`src/hdl/pgs_pkg.sv`:
```
// Shared types, constants and a helper function for the peak-gated speech segmenter.
package pgs_pkg;

    localparam int BLOCK_MAX = 1024;
    localparam int CNT_W     = $clog2(BLOCK_MAX + 1);

    localparam int SAMPLE_W = 16;
    localparam int PEAK_W   = 15;
    localparam int QUIET_W  = 8;
    localparam int SEGLEN_W = 20;
    localparam int CAUSE_W  = 2;

    localparam int APB_DATA_W = 32;
    localparam int APB_ADDR_W = 4;

    localparam logic [PEAK_W-1:0]   THRESHOLD_RESET   = PEAK_W'(200);
    localparam logic [QUIET_W-1:0]  SILENCE_END_RESET = QUIET_W'(15);
    localparam logic [SEGLEN_W-1:0] MAX_SEG_RESET     = SEGLEN_W'(80000);

    localparam logic [QUIET_W-1:0]  QUIET_MAX = '1;

    // Register indexes, taken from paddr[3:2].
    typedef enum logic [1:0] {
        REG_PEAK_THRESHOLD      = 2'd0,
        REG_SILENCE_END_BLOCKS  = 2'd1,
        REG_MAX_SEGMENT_SAMPLES = 2'd2,
        REG_UNUSED              = 2'd3
    } reg_index_t;

    typedef enum logic [CAUSE_W-1:0] {
        CAUSE_NONE    = 2'd0,
        CAUSE_SILENCE = 2'd1,
        CAUSE_LENGTH  = 2'd2
    } end_cause_t;

    typedef struct packed {
        logic [PEAK_W-1:0]   peak_threshold;
        logic [QUIET_W-1:0]  silence_end_blocks;
        logic [SEGLEN_W-1:0] max_segment_samples;
    } cfg_t;

    typedef struct packed {
        logic [PEAK_W-1:0] peak;
        logic [CNT_W-1:0]  count;
    } block_info_t;

    typedef struct packed {
        logic [PEAK_W-1:0]   block_peak;
        logic [CNT_W-1:0]    take_count;
        logic                segment_start;
        logic                segment_end;
        end_cause_t          end_cause;
        logic [SEGLEN_W-1:0] segment_length;
    } result_t;

    // Absolute value of a 16-bit sample; the magnitude of the most negative
    // value saturates to the largest positive one.
    function automatic logic [PEAK_W-1:0] abs_sat(input logic [SAMPLE_W-1:0] s);
        logic [SAMPLE_W-1:0] mag;
        mag = s[SAMPLE_W-1] ? (~s + SAMPLE_W'(1)) : s;
        return mag[SAMPLE_W-1] ? {PEAK_W{1'b1}} : mag[PEAK_W-1:0];
    endfunction

endpackage

```
`src/hdl/pgs_regs.sv`:
```
// APB configuration registers of the segmenter.
module pgs_regs
    import pgs_pkg::*;
(
    input  logic                  aclk,
    input  logic                  aresetn,
    input  logic                  psel,
    input  logic                  penable,
    input  logic                  pwrite,
    input  logic [APB_ADDR_W-1:0] paddr,
    input  logic [APB_DATA_W-1:0] pwdata,
    output logic [APB_DATA_W-1:0] prdata,
    output logic                  pready,
    output cfg_t                  cfg
);

    cfg_t       cfg_reg;
    cfg_t       cfg_next;
    reg_index_t idx;
    logic       wr_en;

    assign idx    = reg_index_t'(paddr[3:2]);
    assign wr_en  = psel & penable & pwrite;
    assign pready = 1'b1;
    assign cfg    = cfg_reg;

    always_comb begin
        cfg_next = cfg_reg;
        if (wr_en) begin
            case (idx)
                REG_PEAK_THRESHOLD:
                    cfg_next.peak_threshold = pwdata[PEAK_W-1:0];
                REG_SILENCE_END_BLOCKS:
                    cfg_next.silence_end_blocks = pwdata[QUIET_W-1:0];
                REG_MAX_SEGMENT_SAMPLES:
                    cfg_next.max_segment_samples = pwdata[SEGLEN_W-1:0];
                default: cfg_next = cfg_reg;
            endcase
        end
    end

    always_comb begin
        case (idx)
            REG_PEAK_THRESHOLD:
                prdata = APB_DATA_W'(cfg_reg.peak_threshold);
            REG_SILENCE_END_BLOCKS:
                prdata = APB_DATA_W'(cfg_reg.silence_end_blocks);
            REG_MAX_SEGMENT_SAMPLES:
                prdata = APB_DATA_W'(cfg_reg.max_segment_samples);
            default: prdata = '0;
        endcase
    end

    always_ff @(posedge aclk) begin
        if (!aresetn) begin
            cfg_reg.peak_threshold      <= THRESHOLD_RESET;
            cfg_reg.silence_end_blocks  <= SILENCE_END_RESET;
            cfg_reg.max_segment_samples <= MAX_SEG_RESET;
        end else begin
            cfg_reg <= cfg_next;
        end
    end

endmodule

```
`src/hdl/pgs_peak_tracker.sv`:
```
// Per-block running peak and sample count.
module pgs_peak_tracker
    import pgs_pkg::*;
(
    input  logic                aclk,
    input  logic                aresetn,
    input  logic                advance,
    input  logic [SAMPLE_W-1:0] sample,
    input  logic                block_last,
    output block_info_t         blk
);

    logic [PEAK_W-1:0] peak_reg;
    logic [PEAK_W-1:0] peak_next;
    logic [CNT_W-1:0]  fill_reg;
    logic [CNT_W-1:0]  fill_next;
    logic [PEAK_W-1:0] mag;
    logic              room;

    assign mag  = abs_sat(sample);
    // Samples past the block size limit are dropped.
    assign room = (fill_reg < CNT_W'(BLOCK_MAX));

    always_comb begin
        blk.peak  = peak_reg;
        blk.count = fill_reg;
        if (room) begin
            if (mag > peak_reg) begin
                blk.peak = mag;
            end
            blk.count = fill_reg + CNT_W'(1);
        end
    end

    always_comb begin
        peak_next = peak_reg;
        fill_next = fill_reg;
        if (advance) begin
            if (block_last) begin
                peak_next = '0;
                fill_next = '0;
            end else begin
                peak_next = blk.peak;
                fill_next = blk.count;
            end
        end
    end

    always_ff @(posedge aclk) begin
        if (!aresetn) begin
            peak_reg <= '0;
            fill_reg <= '0;
        end else begin
            peak_reg <= peak_next;
            fill_reg <= fill_next;
        end
    end

endmodule

```
`src/hdl/pgs_segment_ctrl.sv`:
```
// Segment open/close decision made at each block end.
module pgs_segment_ctrl
    import pgs_pkg::*;
(
    input  logic        aclk,
    input  logic        aresetn,
    input  logic        block_done,
    input  block_info_t blk,
    input  cfg_t        cfg,
    output result_t     res
);

    logic                active_reg;
    logic                active_next;
    logic [SEGLEN_W-1:0] fill_reg;
    logic [SEGLEN_W-1:0] fill_next;
    logic [QUIET_W-1:0]  quiet_reg;
    logic [QUIET_W-1:0]  quiet_next;

    logic                speech;
    logic                active_now;
    logic [QUIET_W-1:0]  quiet_now;
    logic                full;
    logic [SEGLEN_W-1:0] remain;
    logic [SEGLEN_W-1:0] n_ext;
    logic [SEGLEN_W-1:0] take;
    logic [SEGLEN_W-1:0] fill_new;
    end_cause_t          cause;

    assign speech     = (blk.peak >= cfg.peak_threshold);
    assign active_now = active_reg | speech;

    always_comb begin
        if (speech) begin
            quiet_now = '0;
        end else if (active_reg && quiet_reg != QUIET_MAX) begin
            quiet_now = quiet_reg + QUIET_W'(1);
        end else begin
            quiet_now = quiet_reg;
        end
    end

    // The segment fill is zero whenever no segment is active.
    assign full   = (fill_reg >= cfg.max_segment_samples);
    assign remain = cfg.max_segment_samples - fill_reg;
    assign n_ext  = SEGLEN_W'(blk.count);

    always_comb begin
        if (!active_now || full) begin
            take = '0;
        end else if (n_ext > remain) begin
            take = remain;
        end else begin
            take = n_ext;
        end
    end

    assign fill_new = fill_reg + take;

    always_comb begin
        if (!active_now) begin
            cause = CAUSE_NONE;
        end else if (quiet_now >= cfg.silence_end_blocks) begin
            cause = CAUSE_SILENCE;
        end else if (fill_new >= cfg.max_segment_samples) begin
            cause = CAUSE_LENGTH;
        end else begin
            cause = CAUSE_NONE;
        end
    end

    always_comb begin
        res.block_peak     = blk.peak;
        res.take_count     = take[CNT_W-1:0];
        res.segment_start  = speech & ~active_reg;
        res.segment_end    = (cause != CAUSE_NONE);
        res.end_cause      = cause;
        res.segment_length = fill_new;
    end

    always_comb begin
        active_next = active_reg;
        fill_next   = fill_reg;
        quiet_next  = quiet_reg;
        if (block_done) begin
            if (res.segment_end) begin
                active_next = 1'b0;
                fill_next   = '0;
                quiet_next  = '0;
            end else begin
                active_next = active_now;
                fill_next   = fill_new;
                quiet_next  = quiet_now;
            end
        end
    end

    always_ff @(posedge aclk) begin
        if (!aresetn) begin
            active_reg <= 1'b0;
            fill_reg   <= '0;
            quiet_reg  <= '0;
        end else begin
            active_reg <= active_next;
            fill_reg   <= fill_next;
            quiet_reg  <= quiet_next;
        end
    end

endmodule

```
`src/hdl/peak_gated_speech_segmenter.sv`:
```
// Top level of the peak-gated speech segmenter: sample input, block results, APB registers.
//
//   channel  direction  handshake           payload
//   s_       in         s_valid / s_ready   s_sample, s_block_last
//   m_       out        m_valid / m_ready   m_block_peak, m_take_count, m_segment_start,
//                                           m_segment_end, m_end_cause, m_segment_length
//   apb      in/out     psel/penable/pready paddr, pwdata, prdata
//
// Each sample beat is captured in an input register and then folded into the
// block state, so one beat is taken every cycle unless a block-last beat is
// waiting. A block-last beat loads its result into the output register when
// it leaves the input register. Only a block-last beat waits in the input register, and
// only while the output register holds a result not yet taken. Reset clears
// the block and segment state and loads the registers with their defaults.
module peak_gated_speech_segmenter
    import pgs_pkg::*;
(
    input  logic                  aclk,
    input  logic                  aresetn,

    input  logic                  s_valid,
    output logic                  s_ready,
    input  logic [SAMPLE_W-1:0]   s_sample,
    input  logic                  s_block_last,

    output logic                  m_valid,
    input  logic                  m_ready,
    output logic [PEAK_W-1:0]     m_block_peak,
    output logic [CNT_W-1:0]      m_take_count,
    output logic                  m_segment_start,
    output logic                  m_segment_end,
    output logic [CAUSE_W-1:0]    m_end_cause,
    output logic [SEGLEN_W-1:0]   m_segment_length,

    input  logic                  psel,
    input  logic                  penable,
    input  logic                  pwrite,
    input  logic [APB_ADDR_W-1:0] paddr,
    input  logic [APB_DATA_W-1:0] pwdata,
    output logic [APB_DATA_W-1:0] prdata,
    output logic                  pready
);

    cfg_t        cfg;
    block_info_t blk;
    result_t     res;

    // Input register.
    logic                in_valid_reg;
    logic                in_valid_next;
    logic [SAMPLE_W-1:0] in_sample_reg;
    logic                in_last_reg;

    // Output register.
    logic    out_valid_reg;
    logic    out_valid_next;
    result_t out_reg;

    logic advance;
    logic block_done;
    logic accept;

    // A held beat moves on unless it would produce a result while the
    // output register is still occupied.
    assign advance    = in_valid_reg & ~(in_last_reg & out_valid_reg & ~m_ready);
    assign block_done = advance & in_last_reg;
    assign s_ready    = ~in_valid_reg | advance;
    assign accept     = s_valid & s_ready;

    pgs_regs u_regs (
        .aclk    (aclk),
        .aresetn (aresetn),
        .psel    (psel),
        .penable (penable),
        .pwrite  (pwrite),
        .paddr   (paddr),
        .pwdata  (pwdata),
        .prdata  (prdata),
        .pready  (pready),
        .cfg     (cfg)
    );

    pgs_peak_tracker u_peak (
        .aclk       (aclk),
        .aresetn    (aresetn),
        .advance    (advance),
        .sample     (in_sample_reg),
        .block_last (in_last_reg),
        .blk        (blk)
    );

    pgs_segment_ctrl u_seg (
        .aclk       (aclk),
        .aresetn    (aresetn),
        .block_done (block_done),
        .blk        (blk),
        .cfg        (cfg),
        .res        (res)
    );

    always_comb begin
        in_valid_next = in_valid_reg;
        if (accept) begin
            in_valid_next = 1'b1;
        end else if (advance) begin
            in_valid_next = 1'b0;
        end
    end

    always_comb begin
        out_valid_next = out_valid_reg;
        if (block_done) begin
            out_valid_next = 1'b1;
        end else if (m_ready) begin
            out_valid_next = 1'b0;
        end
    end

    always_ff @(posedge aclk) begin
        if (!aresetn) begin
            in_valid_reg  <= 1'b0;
            out_valid_reg <= 1'b0;
        end else begin
            in_valid_reg  <= in_valid_next;
            out_valid_reg <= out_valid_next;
        end
    end

    // Payload registers carry no reset.
    always_ff @(posedge aclk) begin
        if (accept) begin
            in_sample_reg <= s_sample;
            in_last_reg   <= s_block_last;
        end
        if (block_done) begin
            out_reg <= res;
        end
    end

    assign m_valid          = out_valid_reg;
    assign m_block_peak     = out_reg.block_peak;
    assign m_take_count     = out_reg.take_count;
    assign m_segment_start  = out_reg.segment_start;
    assign m_segment_end    = out_reg.segment_end;
    assign m_end_cause      = out_reg.end_cause;
    assign m_segment_length = out_reg.segment_length;

endmodule
```
`config.mk`:
```
export PLATFORM = sky130hd
export DESIGN_NAME = peak_gated_speech_segmenter
export DESIGN_NICKNAME = d
export VERILOG_FILES = /design/src/hdl/pgs_pkg.sv /design/src/hdl/pgs_regs.sv /design/src/hdl/pgs_peak_tracker.sv /design/src/hdl/pgs_segment_ctrl.sv /design/src/hdl/peak_gated_speech_segmenter.sv
export SDC_FILE = /design/constraint.sdc
export NUM_CORES = 1
export LEC_CHECK = 0
export ABC_AREA = 1
export BUFFER_PORTS_ARGS = -buffer_cell sky130_fd_sc_hd__buf_2
export CAP_MARGIN = 25
export CELL_PAD_IN_SITES_DETAIL_PLACEMENT = 2
export CELL_PAD_IN_SITES_GLOBAL_PLACEMENT = 2
export CORE_UTILIZATION = 36
export CTS_CLUSTER_DIAMETER = 120
export DETAILED_ROUTE_END_ITERATION = 8
export GPL_ROUTABILITY_DRIVEN = 1
export PLACE_DENSITY = 0.87
export SETUP_SLACK_MARGIN = 0.02
export SYNTH_ARGS = -nofsm -noshare
export SYNTH_HDL_FRONTEND = slang
export SYNTH_SLANG_ARGS = --single-unit
export TNS_END_PERCENT = 10
```
`constraint.sdc`:
```
create_clock -name aclk -period 9.94 [get_ports aclk]
set_input_delay 0.497 -clock aclk [delete_from_list [all_inputs] [get_ports aclk]]
set_output_delay 0.497 -clock aclk [all_outputs]
set_load 0.005 [all_outputs]
```
==> impl_metrics.yaml, run 1 <==
synthesis:
  synth_cell_types: 45
  synthFlopType: "dfxtp_1"
  synth_top_area_frac: 0.1781
  yosys.area.top_type: "edfxtp_1"
  yosys_register_bits: 167
  syn_area_sq_um: 11300
  ys_top_cells_by_area: "edfxtp_1 18%, dfxtp_1 18%, nand2_1 13%, ha_1 12%, inv_1 7.3%"
  syn-instance-count: 1543
  ys_seq_area_frac: 0.3552
  synth_async_sr_flop_share: 0
  synth_warnings: 0
  synth_edf_count: 67
  avgSynthCellArea_sq_um: 7.323
clock_tree:
  clock-sinks: 167
  clk_path_buf_depth: 2
  clock_latency_ps: 460
  path_clk_slew_ps: 80
  hold_buffers: 0
  cts_tree: "yes"
  cts_max_level: 4
  numCtsBuffers: 17
  cts_root_buffer: "clkbuf_16"
routing:
  via_per_inst: 5.833
  dr.pass1.iters: 7
  routedWlPerCell_microns: 26.16
  vias: 12150
  ant_nets: 0
  routed_wl_microns: 54490
  drc: 2
  drt-initial-drc-count: 799
pwr:
  finalPower_mw: 1.953
  vdd_drop_max_uv: 95.08
  pwr-share-seq: 0.387
  p_leak_nw: 6.074
  p_per_area_nw_per_um2: 149.3
  power.switching_mw: 0.6759
  switching_share: 0.3460
  p_clk_frac: 0.375
  internal_power_mw: 1.278
  pwr-share-comb: 0.238
floorplanning:
  chipWidth_microns: 179.2
  io_pins: 145
  placementRows: 64
  die_h_microns: 179.2
  start_util: 0.3675
  core_area_sq_um: 30750
  die_area_sq_um: 32100
final_layout:
  largest_reg_flops: 43
  layout-drive-gt1-share: 0.1263
  fillers: 3595
  mostFrequentLayoutCells: "386 x nand2_1, 219 x inv_1, 128 x a21oi_1"
  nets: 1847
  final_common_cell: "nand2_1"
  diodes: 0
  fin_util: 0.4255
  syn_to_final_growth_pct: 15.79
timing:
  period_share: 1.041
  setup_viol: 11
  skew_ps: 13.91
  whs_ps: 215.1
  fin_crit_ps: 10350
  timing.setup.tns_ps: -812.2
  tightestPinTransition_ps: 1080
  hold_viol: 0
  drv_slew: 0
  setup_slack_ps: -408.6
  rsz0062_at_grt: "yes"
  clock.fmax_mhz: 96.63
  relSlewSlack: 0.2784
worst_setup_path:
  startpoint_type: "register"
  r2r_slack_ps: -410
  cp_max_fo: 13
  critPathSlowestCell: "o21ai_0"
  critPathKind: "reg2reg"
  worst_r2r_path_depth: 44
  cpPeakStageDelay_ps: 620
  crit_top_cell: "nand2_1"
  cp-end-kind: "register"
  timing.rr.start: "in_sample_reg[1]"
  reg2reg_to: "u_seg.fill_reg[0]"
  worstPathArrival_ps: 10650
  worstPathRequired_ps: 10240
worst_hold_path:
  whs_endpoint: "in_sample_reg[5]"
  hold_class: "in2reg"
  min_from: "s_sample[5]"
  min_path_cells: 1
grt:
  grt_pass1_wl_microns: 79430
  grt_max_degree: 56
  grt.overflow.total: 0
  antenna_found_initial: 0
  track_usage: 0.3322
  grt_pass1_vias: 13280
placed_design:
  place_ws_ps: 656.0
  port_buffers: 117
  dp_hpwl_microns: 35020
  place.gp.congestion: 0.8539
status:
  status: "finished, violations left"
  violations: "DRC, setup timing"
flow_run:
  cap_violations: 0
==> worst max-delay path, delay by kind of cell, from the launching register on <==
family	cells	cell delay [ps]
simple gates	24	3930
compound gates	9	2530
fa+ha+maj	5	1750
buf+inv	5	990
xor+xnor	1	600
flops	1	370
==> routing by layer <==
layer  track usage  share of wire  up-vias
met5             0              0        -
met4        0.1607          0.051        0
met3       0.05280          0.056      191
met2        0.5780           0.49      505
met1        0.3960           0.40     6100
li1              -              -     5355
==> cell type report <==
class	instances	area, sq um	area share
clock inverter	8	78.83	0.006025
sequential	167	4014	0.3068
timing repair inverter	1	7.507	0.0005738
timing repair buffer	137	739.5	0.05652
multi-input combinational	1117	6337	0.4844
tap	396	495.5	0.03787
inverter	233	878.3	0.06713
clock buffer	24	533.0	0.04074
==> per-stage QoR <==
step           area (sq um)  instances
2_1_floorplan         11370       1562
3_3_place_gp          12340       2045
3_5_place_dp          12340       2045
4_1_cts               12970       2078
5_1_grt               13080       2083
6_report              13080       2083
==> synthesized netlist by cell type (7+ instances only) <==
library cell and count:
nand3_1 64, buf_4 13, nor3_1 22, o22ai_1 7, nor2_1 109, o221ai_1 7, dfxtp_1 100, edfxtp_1 67
xor2_1 26, a21oi_1 129, xnor2_1 15, clkbuf_1 24, o211ai_1 15, inv_2 10, nand4_1 61, nand3b_1 7
inv_1 220, nand2_1 387, ha_1 111, o21ai_0 93
==> power by group through the flow <==
| stage | combinational, mW | sequential, mW | clock, mW |
|---|---|---|---|
| floorplan | 0.247 | 0.764 | 0 |
| global placement | 0.371 | 0.767 | 0 |
| detailed placement | 0.396 | 0.769 | 0 |
| CTS | 0.434 | 0.755 | 0.733 |
| global route | 0.495 | 0.757 | 0.751 |
| finish | 0.465 | 0.756 | 0.732 |
==> worst max path at each step <==
stage | startpoint | slack, ps | end
6_report | in_sample_reg[1] | -410 | u_seg.fill_reg[0]
5_1_grt | in_sample_reg[0] | -780 | u_seg.fill_reg[0]
4_1_cts | in_sample_reg[5] | 60 | u_seg.fill_reg[0]
3_5_place_dp | in_sample_reg[15] | 660 | u_seg.fill_reg[4]
3_3_place_gp | in_sample_reg[15] | 1340 | u_seg.fill_reg[16]
2_1_floorplan | in_sample_reg[0] | 3160 | m_segment_end
==> cell families (layout without fill, tap and decap cells) <==
group                      Yosys count  in the layout  synth area share
and+or+nand+nor                    675            675            0.2612
xor gates and xnor gates            41             41           0.03178
DFF                                167            167            0.3552
adders and majority gates          113            113            0.1265
buffers and inverters              278            403           0.09722
other                                2             21         0.0006646
AOI/OAI and AO/OA                  267            267            0.1274
==> timing repair <==
action                                  4_1_cts  5_1_grt
pin swaps                                     0        2
resized for setup                             3       21
hold endpoints to repair                      0        0
endpoints found under the setup margin       25       30
gates cloned                                  0        1
setup buffers                                 1        4
Note: power is estimated with default switching activity, not from simulation.
==> inputs of run 2 (changes only) <==
--- a/config.mk
+++ b/config.mk
@@ -10,6 +10,7 @@
 export CAP_MARGIN = 25
 export CELL_PAD_IN_SITES_DETAIL_PLACEMENT = 2
 export CELL_PAD_IN_SITES_GLOBAL_PLACEMENT = 2
+export CORE_MARGIN = 2
 export CORE_UTILIZATION = 36
 export CTS_CLUSTER_DIAMETER = 120
 export DETAILED_ROUTE_END_ITERATION = 8
@@ -18,5 +19,6 @@
 export SETUP_SLACK_MARGIN = 0.02
 export SYNTH_ARGS = -nofsm -noshare
 export SYNTH_HDL_FRONTEND = slang
+export SYNTH_HIERARCHICAL = 1
 export SYNTH_SLANG_ARGS = --single-unit
 export TNS_END_PERCENT = 10
==> impl_metrics.yaml, run 2 <==
placed_design:
  port_buffers: 117
  place.gp.congestion: 0.9186
  dp_hpwl_microns: 34780
  place_area_sq_um: 12990
  place_ws_ps: 351.7
floorplanning:
  chipWidth_microns: 187.4
  start_util: 0.3629
  die_area_sq_um: 35120
  die_h_microns: 187.4
  placementRows: 67
  core_area_sq_um: 33360
  io_pins: 145
clock_tree:
  hold_buffers: 0
  cts_root_buffer: "clkbuf_16"
  clk_path_buf_depth: 2
  cts_max_level: 4
  clock_latency_ps: 460
  path_clk_slew_ps: 70
  cts_tree: "yes"
  numCtsBuffers: 17
  clock-sinks: 167
final_layout:
  diodes: 0
  fillers: 4119
  nets: 1988
  final_common_cell: "nand2_1"
  largest_reg_flops: 43
  layout-drive-gt1-share: 0.1214
  mostFrequentLayoutCells: "446 x nand2_1, 250 x inv_1, 168 x nor2_1"
  postLayoutCellArea_sq_um: 13600
  syn_to_final_growth_pct: 12.35
synthesis:
  synth_edf_count: 67
  ys_seq_area_frac: 0.3315
  yosys.area.top_type: "edfxtp_1"
  avgSynthCellArea_sq_um: 7.048
  synth_top_area_frac: 0.1662
  synth_cell_types: 49
  syn_area_sq_um: 12110
  ys_top_cells_by_area: "edfxtp_1 17%, dfxtp_1 17%, nand2_1 14%, ha_1 11%, inv_1 7.8%"
  synth_warnings: 6
  synth_async_sr_flop_share: 0
  yosys_register_bits: 167
  synthFlopType: "dfxtp_1"
  post-synth-top-count-cell: "nand2_1"
  ys_top_cells_by_count: "446 x nand2_1, 251 x inv_1, 169 x nor2_1, 144 x nand3_1, 131 x a21oi_1"
  syn-instance-count: 1718
routing:
  top_layer_used: "met4"
  via_per_inst: 5.265
  routed_wl_microns: 45930
  vias: 11980
  routedWlPerCell_microns: 20.18
  ant_nets: 0
  drt-met1-wl_microns: 19170
  wl_met3_microns: 1680
  drc: 0
  wl_met2_microns: 23330
  dr.pass1.iters: 5
  drt-initial-drc-count: 420
timing:
  hold_viol: 0
  timing.setup.tns_ps: 0
  period_share: 0.9066
  fin_crit_ps: 9011
  clock.fmax_mhz: 111.0
  relSlewSlack: 0.2905
  tightestPinTransition_ps: 1063
  setup_slack_ps: 928.7
  setup_viol: 0
  rsz0062_at_grt: "no"
  skew_ps: 13.79
  drv_slew: 0
worst_hold_path:
  hold_class: "in2reg"
grt:
  grt_pass1_wl_microns: 72460
  antenna_found_initial: 0
  grt_pass1_vias: 13370
  grt_max_degree: 49
  grt.overflow.total: 0
  track_usage: 0.2646
flow_run:
  cap_violations: 0
pwr:
  p_leak_nw: 6.506
  p_per_area_nw_per_um2: 137.6
  finalPower_mw: 1.872
  vdd_drop_max_uv: 122.0
worst_setup_path:
  critPathKind: "reg2reg"
  cpPeakStageDelay_ps: 430
  crit_top_cell: "nand2_1"
  startpoint_type: "register"
  cp-end-kind: "register"
  critPathSlowestCell: "edfxtp_1"
  worstPathArrival_ps: 9380
  worstPathRequired_ps: 10310
  cp_max_fo: 21
status:
  status: "finished, final reports clean"
==> run 2: changes by cell type after synthesis, moves of 12 or more <==
cell | previous run | this run
and2_1 | 5 | 17
buf_4 | 13 | 30
inv_1 | 220 | 251
nand2_1 | 387 | 446
nand3_1 | 64 | 144
nand4_1 | 61 | 22
nor2_1 | 109 | 169
o211ai_1 | 15 | 3
o21ai_0 | 93 | 32
==> run 2: critical path, delay by kind of cell, from the launching register on <==
family                     cells  cell delay [ps]
AOI/OAI and AO/OA              8             1500
adders and majority gates      4             1270
buffers and inverters          5              870
DFF                            1              430
and+or+nand+nor               31             4830
==> run 2: final cells by class <==
class | instances | area [sq um] | share of cell area
Multi-Input combinational cell | 1234 | 6723 | 0.4942
Sequential cell | 167 | 4014 | 0.2950
Inverter | 265 | 994.7 | 0.07312
Timing Repair Buffer | 130 | 726.9 | 0.05344
Tap cell | 448 | 560.5 | 0.04120
Clock buffer | 19 | 475.5 | 0.03495
Clock inverter | 13 | 110.1 | 0.008093
==> run 2: kinds of logic after synthesis <==
kind of cell / share of synthesized area
compound gates: 0.08824
fa+ha+maj: 0.1180
xor+xnor: 0.02955
other cells: 0.0009299
simple gates: 0.3114
flops: 0.3315
buf+inv: 0.1204
==> run 2: per-layer routing <==
metal | global-route usage | vias up
li1 | - | 5681
met1 | 0.3081 | 5944
met2 | 0.4783 | 262
met3 | 0.04296 | 97
met4 | 0.1154 | 0
met5 | 0 | -
==> run 2: path summary, 6_finish.rpt <==
path	startpoint	end	slack, ps	cells past startpoint
setup / recovery	in_sample_reg[3]	u_seg/fill_reg[10]	930	48
setup reg to reg	in_sample_reg[3]	u_seg/fill_reg[10]	930	48
hold reg to reg	u_peak/peak_reg[9]	u_peak/peak_reg[9]	480	2
hold / removal	s_block_last	in_last_reg	210	1
==> run 2: stage by stage <==
step | utilization | hold WS [ps] | cells
after floorplan | - | 445.3 | 1736
after global placement | 0.3876 | 452.6 | 2240
after detailed placement | 0.3892 | 463.9 | 2242
after CTS | 0.4068 | 186.7 | 2274
after global routing | 0.4077 | 189.6 | 2276
final | 0.4077 | 213.3 | 2276
==> run 2: timing repair <==
action,in CTS,in global routing
endpoints found under the setup margin,0,30
endpoints found under the hold margin,0,0
setup buffers,0,1
resized for setup,0,4
==> run 2: where the power goes <==
group | switching, mW | internal (mW)
Clock | 0.327 | 0.357
Combinational | 0.297 | 0.134
Sequential | 0.0169 | 0.741
==> inputs of run 3 (changes only) <==
--- a/config.mk
+++ b/config.mk
@@ -6,16 +6,16 @@
 export NUM_CORES = 1
 export LEC_CHECK = 0
 export ABC_AREA = 1
-export BUFFER_PORTS_ARGS = -buffer_cell sky130_fd_sc_hd__buf_2
 export CAP_MARGIN = 25
 export CELL_PAD_IN_SITES_DETAIL_PLACEMENT = 2
 export CELL_PAD_IN_SITES_GLOBAL_PLACEMENT = 2
 export CORE_MARGIN = 2
-export CORE_UTILIZATION = 36
+export CORE_UTILIZATION = 40
 export CTS_CLUSTER_DIAMETER = 120
 export DETAILED_ROUTE_END_ITERATION = 8
+export DONT_BUFFER_PORTS = 1
 export GPL_ROUTABILITY_DRIVEN = 1
-export PLACE_DENSITY = 0.87
+export PLACE_DENSITY = 0.88
 export SETUP_SLACK_MARGIN = 0.02
 export SYNTH_ARGS = -nofsm -noshare
 export SYNTH_HDL_FRONTEND = slang
==> impl_metrics.yaml, run 3 (same netlist as run 2, synthesis figures left out) <==
status:
  status: "finished, final reports clean"
worst_setup_path:
  worstPathArrival_ps: 9660
  critPathSlowestCell: "ha_1"
  worstPathRequired_ps: 10330
  reg2reg_to: "u_seg/fill_reg[16]"
  cp_max_fo: 20
  timing.rr.start: "in_sample_reg[0]"
  cp-end-kind: "register"
  critPathKind: "reg2reg"
  crit_top_cell: "nand2_1"
  cpPeakStageDelay_ps: 370
  r2r_slack_ps: 670
  startpoint_type: "register"
  startpoint: "in_sample_reg[0]"
  crit_family: "simple AND/OR/NAND/NOR gates"
  worst_r2r_path_depth: 51
  crit_path_end: "u_seg/fill_reg[16]"
  path_buf_inv: 8
  path_depth: 51
clock_tree:
  clk_path_buf_depth: 2
  cts_tree: "yes"
  cts_root_buffer: "clkbuf_16"
  clock-sinks: 167
  cts_max_level: 4
  path_clk_slew_ps: 80
  clock_latency_ps: 480
  hold_buffers: 0
  numCtsBuffers: 17
final_layout:
  mostFrequentLayoutCells: "446 x nand2_1, 250 x inv_1, 168 x nor2_1"
  diodes: 0
  fin_util: 0.4362
  largest_reg_flops: 43
  syn_to_final_growth_pct: 7.037
  nets: 1869
  layout-drive-gt1-share: 0.06085
  final_common_cell: "nand2_1"
  fillers: 3554
pwr:
  p_leak_nw: 6.022
  finalPower_mw: 1.868
  vdd_drop_max_uv: 177.8
  p_per_area_nw_per_um2: 144.2
timing:
  relSlewSlack: 0.2694
  rsz0062_at_grt: "no"
  timing.setup.tns_ps: 0
  setup_viol: 0
  drv_slew: 0
  fin_crit_ps: 9272
  tightestPinTransition_ps: 1082
  period_share: 0.9328
  clock.fmax_mhz: 107.9
  setup_slack_ps: 668.5
  skew_ps: 14.76
  hold_viol: 0
floorplanning:
  die_area_sq_um: 31680
  chipWidth_microns: 178.0
  io_pins: 145
  start_util: 0.4075
  placementRows: 63
  core_area_sq_um: 29720
  die_h_microns: 178.0
grt:
  antenna_found_initial: 1
  grt_pass1_wl_microns: 72280
  grt_pass1_vias: 12840
  track_usage: 0.3016
  grt.overflow.total: 0
  grt_max_degree: 49
routing:
  dr.pass1.iters: 5
  drt-initial-drc-count: 571
  routed_wl_microns: 46500
  ant_nets: 0
  via_per_inst: 5.500
  vias: 11540
  routedWlPerCell_microns: 22.16
  drc: 0
worst_hold_path:
  hold_class: "in2reg"
placed_design:
  dp_hpwl_microns: 34100
  port_buffers: 0
  place.gp.congestion: 0.8654
  place_ws_ps: 561.6
flow_run:
  cap_violations: 0
[run 3: cell types whose count changed in the layout (fill, tap and decap cells not counted), moves of 2 or more]
cell      previous run  this run
buf_2              117         0
clkinv_2             2         4
clkinv_4             5         0
buf_4               10         8
inv_4                0         2
[run 3: layout make-up]
cell class,instances,area [sq um],area share
multi-input combinational,1234,6735,0.5196
clock inverter,12,96.34,0.007433
clock buffer,20,489.2,0.03774
timing repair buffer,11,142.6,0.01100
inverter,265,996.0,0.07684
sequential,167,4014,0.3097
tap,390,488.0,0.03765
[run 3: worst min path at each step]
stage	from	to	slack (ps)	depth (start not counted)
floorplan	u_peak/peak_reg[10]	u_peak/peak_reg[10]	450	2
global placement	u_peak/peak_reg[4]	u_peak/peak_reg[4]	450	2
detailed placement	u_peak/peak_reg[11]	u_peak/peak_reg[11]	460	2
CTS	s_sample[15]	in_sample_reg[15]	80	0
global route	s_sample[14]	in_sample_reg[14]	90	0
finish	s_block_last	in_last_reg	110	0
[run 3: what timing repair did]
| item | CTS | global route |
|---|---|---|
| buffers inserted | 0 | 1 |
| setup endpoints to repair | 0 | 31 |
| resized for setup | 0 | 6 |
[run 3: power breakdown]
group	internal, mW	switching, mW
Combinational	0.121	0.287
Clock	0.364	0.337
Sequential	0.741	0.0190
[run 3: metal layers]
metal  share of wire  track usage  routed length (microns)  up-vias
met1            0.41       0.3386                    19010     5777
met4           0.038       0.1349                     1763        2
met5         0.00028            0                       13        -
met2            0.51       0.5425                    23690      243
li1                -            -                        -     5424
met3           0.044      0.06863                     2028       98
[run 3: metrics by stage]
step                hold WS [ps]  std cells  cell area, sq um
finish                     108.0       2099             12960
global route               90.23       2099             12960
CTS                        82.91       2097             12900
detailed placement         460.3       2065             12310
global placement           452.2       2063             12260
floorplan                  445.3       1736             12180
